## config.mk

```make
export PLATFORM = sky130hd
export DESIGN_NAME = bums_merge_unit
export DESIGN_NICKNAME = d
export VERILOG_FILES = /design/src/sv/bums_pkg.sv /design/src/sv/bums_merge_unit.sv
export SDC_FILE = /design/constraint.sdc
export NUM_CORES = 1
export LEC_CHECK = 0
export BUFFER_PORTS_ARGS = -buffer_cell sky130_fd_sc_hd__buf_2
export CORE_MARGIN = 2
export CORE_UTILIZATION = 39
export DETAILED_ROUTE_END_ITERATION = 6
export GPL_ROUTABILITY_DRIVEN = 0
export PLACE_DENSITY = 0.76
export RECOVER_POWER = 25
export SLEW_MARGIN = 20
export SYNTH_ARGS = -nofsm -noshare
export SYNTH_HDL_FRONTEND = slang
export SYNTH_SLANG_ARGS = --single-unit
```

## constraint.sdc

```tcl
create_clock -name vclk -period 1.9
set_clock_uncertainty 0.15 [all_clocks]
set_input_delay 0 -clock vclk [all_inputs]
set_output_delay 0 -clock vclk [all_outputs]
set_load 0.01 [all_outputs]
```

## src/sv/bums_pkg.sv

```systemverilog
package bums_pkg;

    localparam int VALUE_W = 32;
    localparam int EXT_W   = 64;

    typedef struct packed {
        logic signed [VALUE_W-1:0] value;
        logic                      last;
    } t_in_item;

    typedef struct packed {
        logic signed [VALUE_W-1:0] sorted_value;
        logic                      last_out;
        logic                      overflow;
    } t_out_item;

    typedef struct packed {
        logic left_avail;
        logic right_avail;
    } t_merge_ctl;

endpackage

```

## src/sv/bums_merge_unit.sv

```systemverilog
module bums_merge_unit #(
    parameter int DATA_WIDTH = 32
) (
    input  bums_pkg::t_merge_ctl    i_ctl,
    input  logic signed [DATA_WIDTH-1:0] i_left,
    input  logic signed [DATA_WIDTH-1:0] i_right,
    output logic                    o_take_left,
    output logic signed [DATA_WIDTH-1:0] o_value
);

    // left run wins ties
    assign o_take_left = i_ctl.left_avail && (!i_ctl.right_avail || (i_left <= i_right));
    assign o_value     = o_take_left ? i_left : i_right;

endmodule

```

==> results.yml <==
outcome:
  status: "complete, but fails checks"
  violations: "negative setup slack"
logic_synthesis:
  synth_nets: 252
  yosysSeqAreaShare_pct: 0
  synth.cell_area_sq_um: 1390
  syn_avg_cell_area_sq_um: 9.00
  ys_types: 27
  syn_inst: 154
  yosys_warnings: 0
grt:
  globalRouteTotalUtil_pct: 22.1
  grt_pass1_wl_um: 7490
  grt_antenna_before_repair: 0
  grt_max_degree: 15
  overflow: 0
  grt_pass1_vias: 1766
critical_path:
  cp.arrival_ns: 2.26
  path_depth: 11
  cp_max_fo: 14
  crit_type: "input port to primary output"
  required_ns: 1.75
  crit_buf_inv: 4
  crit_chain: "buf_2 -> ha_4 -> nand4_1 -> buf_4 -> nor3_1 -> a211oi_2 -> o211ai_1 -> o21a_4 -> buf_12 -> mux2_4 -> buf_6"
  crit_slowest_cell: "mux2_4"
  max_stage_delay_ns: 0.32
  critPathCaptureType: "primary output"
  start_kind: "input port"
  critPathTopFamily: "buffers and inverters"
die:
  core_sq_um: 3360
  die_h_um: 63.6
  initial_core_util_pct: 41.2
  fp.dieArea_sq_um: 4050
  num_rows: 21
  fp.dieW_um: 63.6
  ios: 99
layout:
  fillers: 274
  clkbuf_count: 0
  regArea_sq_um: 0
  drive_gt1_share_pct: 70.7
  syn2layout_area_growth_pct: 83.6
  seq_cells: 0
  final_util_pct: 75.7
  nets: 376
  fin_cells: 322
  antenna_cells: 0
worst_hold_path:
  hold_end: "o_value[26]"
  min_path_cells: 3
  min_path_type: "input port to primary output"
  min_from: "i_right[26]"
route:
  drt_iter0_markers: 27
  vias: 1603
  firstDrtPassIters: 4
  antenna_violating_nets_post_route: 0
  drc_errors: 0
  routed_wl_um: 4390
  viasPerCell: 4.98
  wire_per_inst_um: 13.6
sta:
  fin_crit_sh_pct: 127
  worstMarginPinSlew_ns: 0.260
  slew_headroom_pct: 82.6
  rsz0062_at_grt: "yes"
  fmax_mhz: 415
  slew_viol_final: 0
  setup_ws_ns: -0.511
  setup_viol_count_final: 33
  hold_viol_final: 0
  finalCriticalPeriod_ns: 2.41
power:
  p_per_area_nw_per_um2: 285
  power.static_leakage_nw: 1.35
  ir_drop_uv: 168
placement:
  dp.cells: 319
  portBuffers: 99
  dpl.hpwl_um: 3310
run:
  maxCapViolCount: 0
clock_tree:
  hold_buffers: 0
[through the flow]
| stage | worst slack, ns | TNS (ns) | cell area (sq um) | hold slack, ns | power (mW) |
|---|---|---|---|---|---|
| 2_1_floorplan | -0.0994 | -2.79 | 1540 | -0.0154 | 0.369 |
| 3_3_place_gp | -0.476 | -14.74 | 2210 | 0.174 | 0.590 |
| 3_5_place_dp | -0.514 | -16.00 | 2210 | 0.173 | 0.603 |
| 4_1_cts | -0.444 | -13.77 | 2500 | 0.145 | 0.699 |
| 5_1_grt | -0.642 | -19.83 | 2540 | 0.153 | 0.791 |
| 6_report | -0.511 | -15.58 | 2540 | 0.144 | 0.724 |
[worst max path at each step]
stage / startpoint / end / slack, ns
after floorplan: i_right[29] / o_value[22] / -0.1
after global placement: i_right[29] / o_value[17] / -0.48
after detailed placement: i_right[29] / o_value[17] / -0.51
after CTS: i_right[30] / o_value[2] / -0.44
after global routing: i_left[26] / o_value[3] / -0.64
final: i_left[26] / o_value[22] / -0.51
[power by group]
| part | switching (mW) | internal (mW) | total, mW |
|---|---|---|---|
| Combinational | 0.297 | 0.427 | 0.724 |
| Sequential | 0 | 0 | 0 |
| Clock | 0 | 0 | 0 |
| Total | 0.297 | 0.427 | 0.724 |
[area by class of cell]
cell class / instances / area (sq um) / area share (%)
inverters: 32 / 140 / 5.51
repair buffers: 125 / 916 / 36.0
multi-input cells: 119 / 1430 / 56.2
well taps: 46 / 57.6 / 2.26
[placed cells by master, fill, tap and decap left out, types with 2 or more instances in the layout]
cell type  count
buf_2         65
buf_6         32
mux2_4        29
buf_4         26
inv_1         18
ha_1          17
ha_4          15
a21oi_1       11
inv_2         10
nand4_1        7
nand2_1        5
nand3_1        5
nor2_1         4
inv_4          3
a21oi_2        2
o211ai_1       2
a21boi_0       2
nor2b_1        2
mux2_2         2
and3_4         2
[synthesized netlist by cell type (all sizes together), types with 2 or more instances]
library cell | number | area share, %
a21boi | 2 | 1.1
a21oi | 13 | 4.7
and3 | 2 | 0.99
buf | 3 | 4.3
ha | 32 | 29
inv | 32 | 8.7
mux2 | 31 | 33
nand2 | 5 | 1.4
nand3 | 5 | 1.8
nand4 | 7 | 3.2
nor2 | 4 | 1.1
nor2b | 2 | 0.90
nor3 | 2 | 0.72
o211ai | 2 | 1.1
o21a | 2 | 1.6
o21ai | 2 | 0.72
[per-layer routing]
metal	share of wire, %	global-route usage, %	wire [um]	vias to the layer above
li1	-	-	-	804
met1	38	24.5	1660	730
met2	57	46.2	2500	67
met3	4.9	1.43	217	2
met4	0.48	2.45	21	0
met5	0	0	0	-
[worst min-delay path: cells and delay by family]
kind	cells	cell delay (ns)
buffers and inverters	2	0.16
muxes	1	0.13
[repair_timing]
action / 4_1_cts / 5_1_grt
setup endpoints to repair: 33 / 33
buffers inserted: 2 / 1
resized for setup: 48 / 9
pin swaps: 8 / 0
[kinds of logic (layout without fill, tap and decap cells)]
kind of cell	after synthesis	count (layout)	synth area share (%)
AO/OA/AOI/OAI	27	27	13.4
adder cells (fa/ha/maj)	32	32	28.9
buffers and inverters	35	157	13.0
multiplexers	31	31	33.0
AND/OR/NAND/NOR	29	29	11.7
(Power assumes the default switching activity.)
