File: config.mk
export PLATFORM = sky130hd
export DESIGN_NAME = bums_ram
export DESIGN_NICKNAME = d
export VERILOG_FILES = /design/src/sv/bums_ram.sv
export SDC_FILE = /design/constraint.sdc
export NUM_CORES = 2
export LEC_CHECK = 0
export CAP_MARGIN = 10
export CORE_AREA = 2 2 410 412
export DETAILED_ROUTE_END_ITERATION = 8
export DIE_AREA = 0 0 412 414
export DONT_BUFFER_PORTS = 1
export GPL_ROUTABILITY_DRIVEN = 0
export PLACE_DENSITY = 0.77
export SETUP_SLACK_MARGIN = 0.15
export SLEW_MARGIN = 20
export SYNTH_ARGS = -nofsm -noshare
export SYNTH_HDL_FRONTEND = slang
export SYNTH_SLANG_ARGS = --single-unit
File: constraint.sdc
create_clock -name i_clk -period 4 [get_ports i_clk]
set_input_delay 0.6 -clock i_clk [delete_from_list [all_inputs] [get_ports i_clk]]
set_output_delay 0.6 -clock i_clk [all_outputs]
set_load 0.03 [all_outputs]
File: src/sv/bums_ram.sv
module bums_ram #(
    parameter int WIDTH = 32,
    parameter int DEPTH = 64
) (
    input  logic                     i_clk,
    input  logic                     i_we,
    input  logic [$clog2(DEPTH)-1:0] i_waddr,
    input  logic [WIDTH-1:0]         i_wdata,
    input  logic [$clog2(DEPTH)-1:0] i_raddr_a,
    input  logic [$clog2(DEPTH)-1:0] i_raddr_b,
    output logic [WIDTH-1:0]         o_rdata_a,
    output logic [WIDTH-1:0]         o_rdata_b
);

    logic [WIDTH-1:0] r_mem [DEPTH];

    always_ff @(posedge i_clk) begin
        if (i_we) begin
            r_mem[i_waddr] <= i_wdata;
        end
        o_rdata_a <= r_mem[i_raddr_a];
        o_rdata_b <= r_mem[i_raddr_b];
    end

endmodule

==> run_results.csv <==
group,metric,value,unit
synth,syn-cell-area,95700,sq um
critical_path,critPathLaunchType,"input pin",
critical_path,cpMaxStageDelayCell,"buf_16",
floorplan,start_util,57.5,%
global_route,grt_max_degree,506,
placement,dpl.hpwl,144000,um
critical_path,path_common_cell,"buf_16",
synth,ys_seq_area_share,65.6,%
floorplan,die_w,412,um
synth,ys_seq_elements,2112,
floorplan,coreArea,166000,sq um
synth,synth.most_common_cell,"edfxtp_1",
synth,synth_top_cell_by_area,"edfxtp_1",
synth,yosysWarnings,0,
clocking,max-clock-path-buffers,3,
floorplan,num_io_pins,116,
synth,synth_edf_count,2048,
clocking,cts-root-buf,"clkbuf_16",
critical_path,r2r_cells,5,
final_layout,syn2layout_area_growth,11.3,%
synth,synth_nets,4464,
synth,synthArstFlopShare,0,%
drt,vias_per_cell,7.73,
drt,routed_wl,280000,um
floorplan,die_height,414,um
sta,setup_viol,0,
critical_path,critPathMaxFanout,108,
final_layout,final_area,106000,sq um
drt,drtIter0Drc,9568,
drt,final_antenna_net_count,0,
drt,wl_per_cell,41.0,um
min_path,hold_class,"input pin to register",
floorplan,dieArea,171000,sq um
floorplan,num_rows,150,
sta,fin_skew,0.0361,ns
final_layout,final_core_util,64.0,%
final_layout,final_nets,4496,
clocking,cts_max_level,4,
synth,syn_inst,4412,
drt,via_count,52801,
sta,rsz0062_at_grt,"no",
global_route,grt_pass1_wl,389000,um
clocking,numCtsBuffers,208,
synth,synth_area_per_cell,21.7,sq um
sta,fin_setup_tns,0,ns
synth,yosys-top-cells-area,"edfxtp_1 64%, mux4_2 26%, mux2i_1 2.1%, dfxtp_1 1.3%, a22oi_1 0.67%",
critical_path,crit_path_cell_trace,"buf_16 > buf_16 > buf_16 > mux4_2 > mux4_2 > o22ai_1 > a21oi_1",
critical_path,critPathArrivalTime,4.28,ns
run_status,outcome,"finished with violations",
synth,synth_top_area_share,64.3,%
critical_path,path_class,"input pin to register",
critical_path,crit_cells,7,
global_route,antenna_found_initial,11,
sta,finalWorstPathRequiredPeriod,3.61,ns
placement,port_buffers,0,
final_layout,drive_gt1_share,37.2,%
pwr,cellPowerDensity,447,nW/um^2
global_route,grt_usage,32.6,%
clocking,clk_pin_slew,0.06,ns
min_path,hold_depth,2,
sta,finalMaxSlewViolations,77,
drt,firstDrtPassIters,6,
sta,relSlewSlack,-10.5,%
global_route,grt_pass1_vias,51991,
critical_path,slowest_delay,0.64,ns
global_route,overflow,0,
synth,ys_types,38,
sta,tightest_slew,1.66,ns
critical_path,crit_path_end_kind,"register",
pwr,leakagePower,33.1,nW
flow_run,max-cap-violations,0,
clocking,cts_resized,0,
run_status,violations,"slew limit",
sta,clock.fmax,277,MHz
critical_path,r2r_slack,1.38,ns
critical_path,path_buf_inv,3,
synth,synthFlopType,"edfxtp_1",
drt,drc,0,
sta,hold_violations,0,
sta,holdWs,0.0547,ns
sta,period_share,90.2,%
critical_path,required,4.67,ns
clocking,post_cts_buffers,0,
clocking,cts_sinks,2112,
placement,placed_area,98400,sq um
critical_path,cp_top_family,"buffers and inverters",
clocking,clock_latency,0.86,ns
synth,ys_top_cells_by_count,"2,048 x edfxtp_1, 1,124 x mux4_2, 204 x mux2i_1",
pwr,peakVddDrop,0.000563,V
clocking,cts_tree,"yes",
repair_timing:
item	in CTS	in global routing
endpoints found under the setup margin	0	16
hold endpoints to repair	2073	1
hold buffers	39	1
layout make-up:
cell class | count | area [sq um]
Tap cell | 2204 | 2760
Clock inverter | 114 | 1070
Multi-Input combinational cell | 1952 | 31700
Fill cell | 10609 | 59800
Clock buffer | 274 | 5660
Antenna cell | 5 | 12.5
Inverter | 1 | 3.75
Sequential cell | 2112 | 62800
Timing Repair Buffer | 169 | 2550
power by group:
| part | leakage (nW) | internal (W) | switching, W | total, W |
|---|---|---|---|---|
| logic | 10.9 | 0.00162 | 0.00169 | 0.00331 |
| clock network | 3.27 | 0.0109 | 0.00852 | 0.0194 |
| registers | 19.0 | 0.0245 | 0.000392 | 0.0249 |
layout by cell type (no fill, tap or decap), types with 16 or more instances in the layout:
| master | n |
|---|---|
| o211ai_1 | 27 |
| nor2_1 | 31 |
| mux2_2 | 36 |
| mux2i_1 | 203 |
| clkinvlp_4 | 16 |
| o221ai_1 | 16 |
| buf_4 | 88 |
| clkbuf_1 | 49 |
| a21oi_1 | 58 |
| clkinv_2 | 46 |
| nor2_4 | 63 |
| buf_12 | 32 |
| nand2_1 | 92 |
| o21ai_1 | 31 |
| clkbuf_16 | 214 |
| dfxtp_1 | 64 |
| clkinv_1 | 23 |
| buf_16 | 41 |
| o22ai_1 | 55 |
| o21ai_0 | 18 |
| a22oi_1 | 85 |
| mux4_2 | 1124 |
| edfxtp_1 | 2048 |
metrics by stage:
| stage | instances | setup WS [ns] | total power, W |
|---|---|---|---|
| 2_1_floorplan | 4412 | 0.209 | 0.0276 |
| 3_3_place_gp | 6386 | 0.792 | 0.0277 |
| 3_5_place_dp | 6386 | 0.699 | 0.0278 |
| 4_1_cts | 6813 | 1.50 | 0.0472 |
| 5_1_grt | 6827 | 0.148 | 0.0486 |
| 6_report | 6831 | 0.392 | 0.0476 |
path summary, 6_finish.rpt:
kind	startpoint	endpoint
max reg2reg	r_mem[45][25]	o_rdata_a[25]
max	i_raddr_b[0]	o_rdata_b[12]
min reg2reg	r_mem[31][5]	o_rdata_a[5]
min	i_raddr_a[5]	o_rdata_a[29]
registers in the layout, indices dropped and copies added, names as in the netlist:
signal and count:
o_rdata_a 32, o_rdata_b 32, r_mem 2048
kinds of logic after synthesis:
kind of cell           Yosys count  share of synthesized area, %
flip-flops                    2112                          65.6
AO/OA/AOI/OAI                  340                          2.39
AND/OR/NAND/NOR                248                          1.13
multiplexers                  1364                          29.0
buffers and inverters          348                          1.83
per-layer routing:
layer / wire, um / vias to the layer above / global-route usage [%]
li1: - / 19604 / -
met4: 12200 / 12 / 12.9
met2: 129000 / 4573 / 48.1
met1: 95000 / 27933 / 45.5
met3: 43100 / 679 / 11.1
met5: 71 / - / 0
No activity file was read; power rests on OpenSTA's default activity.
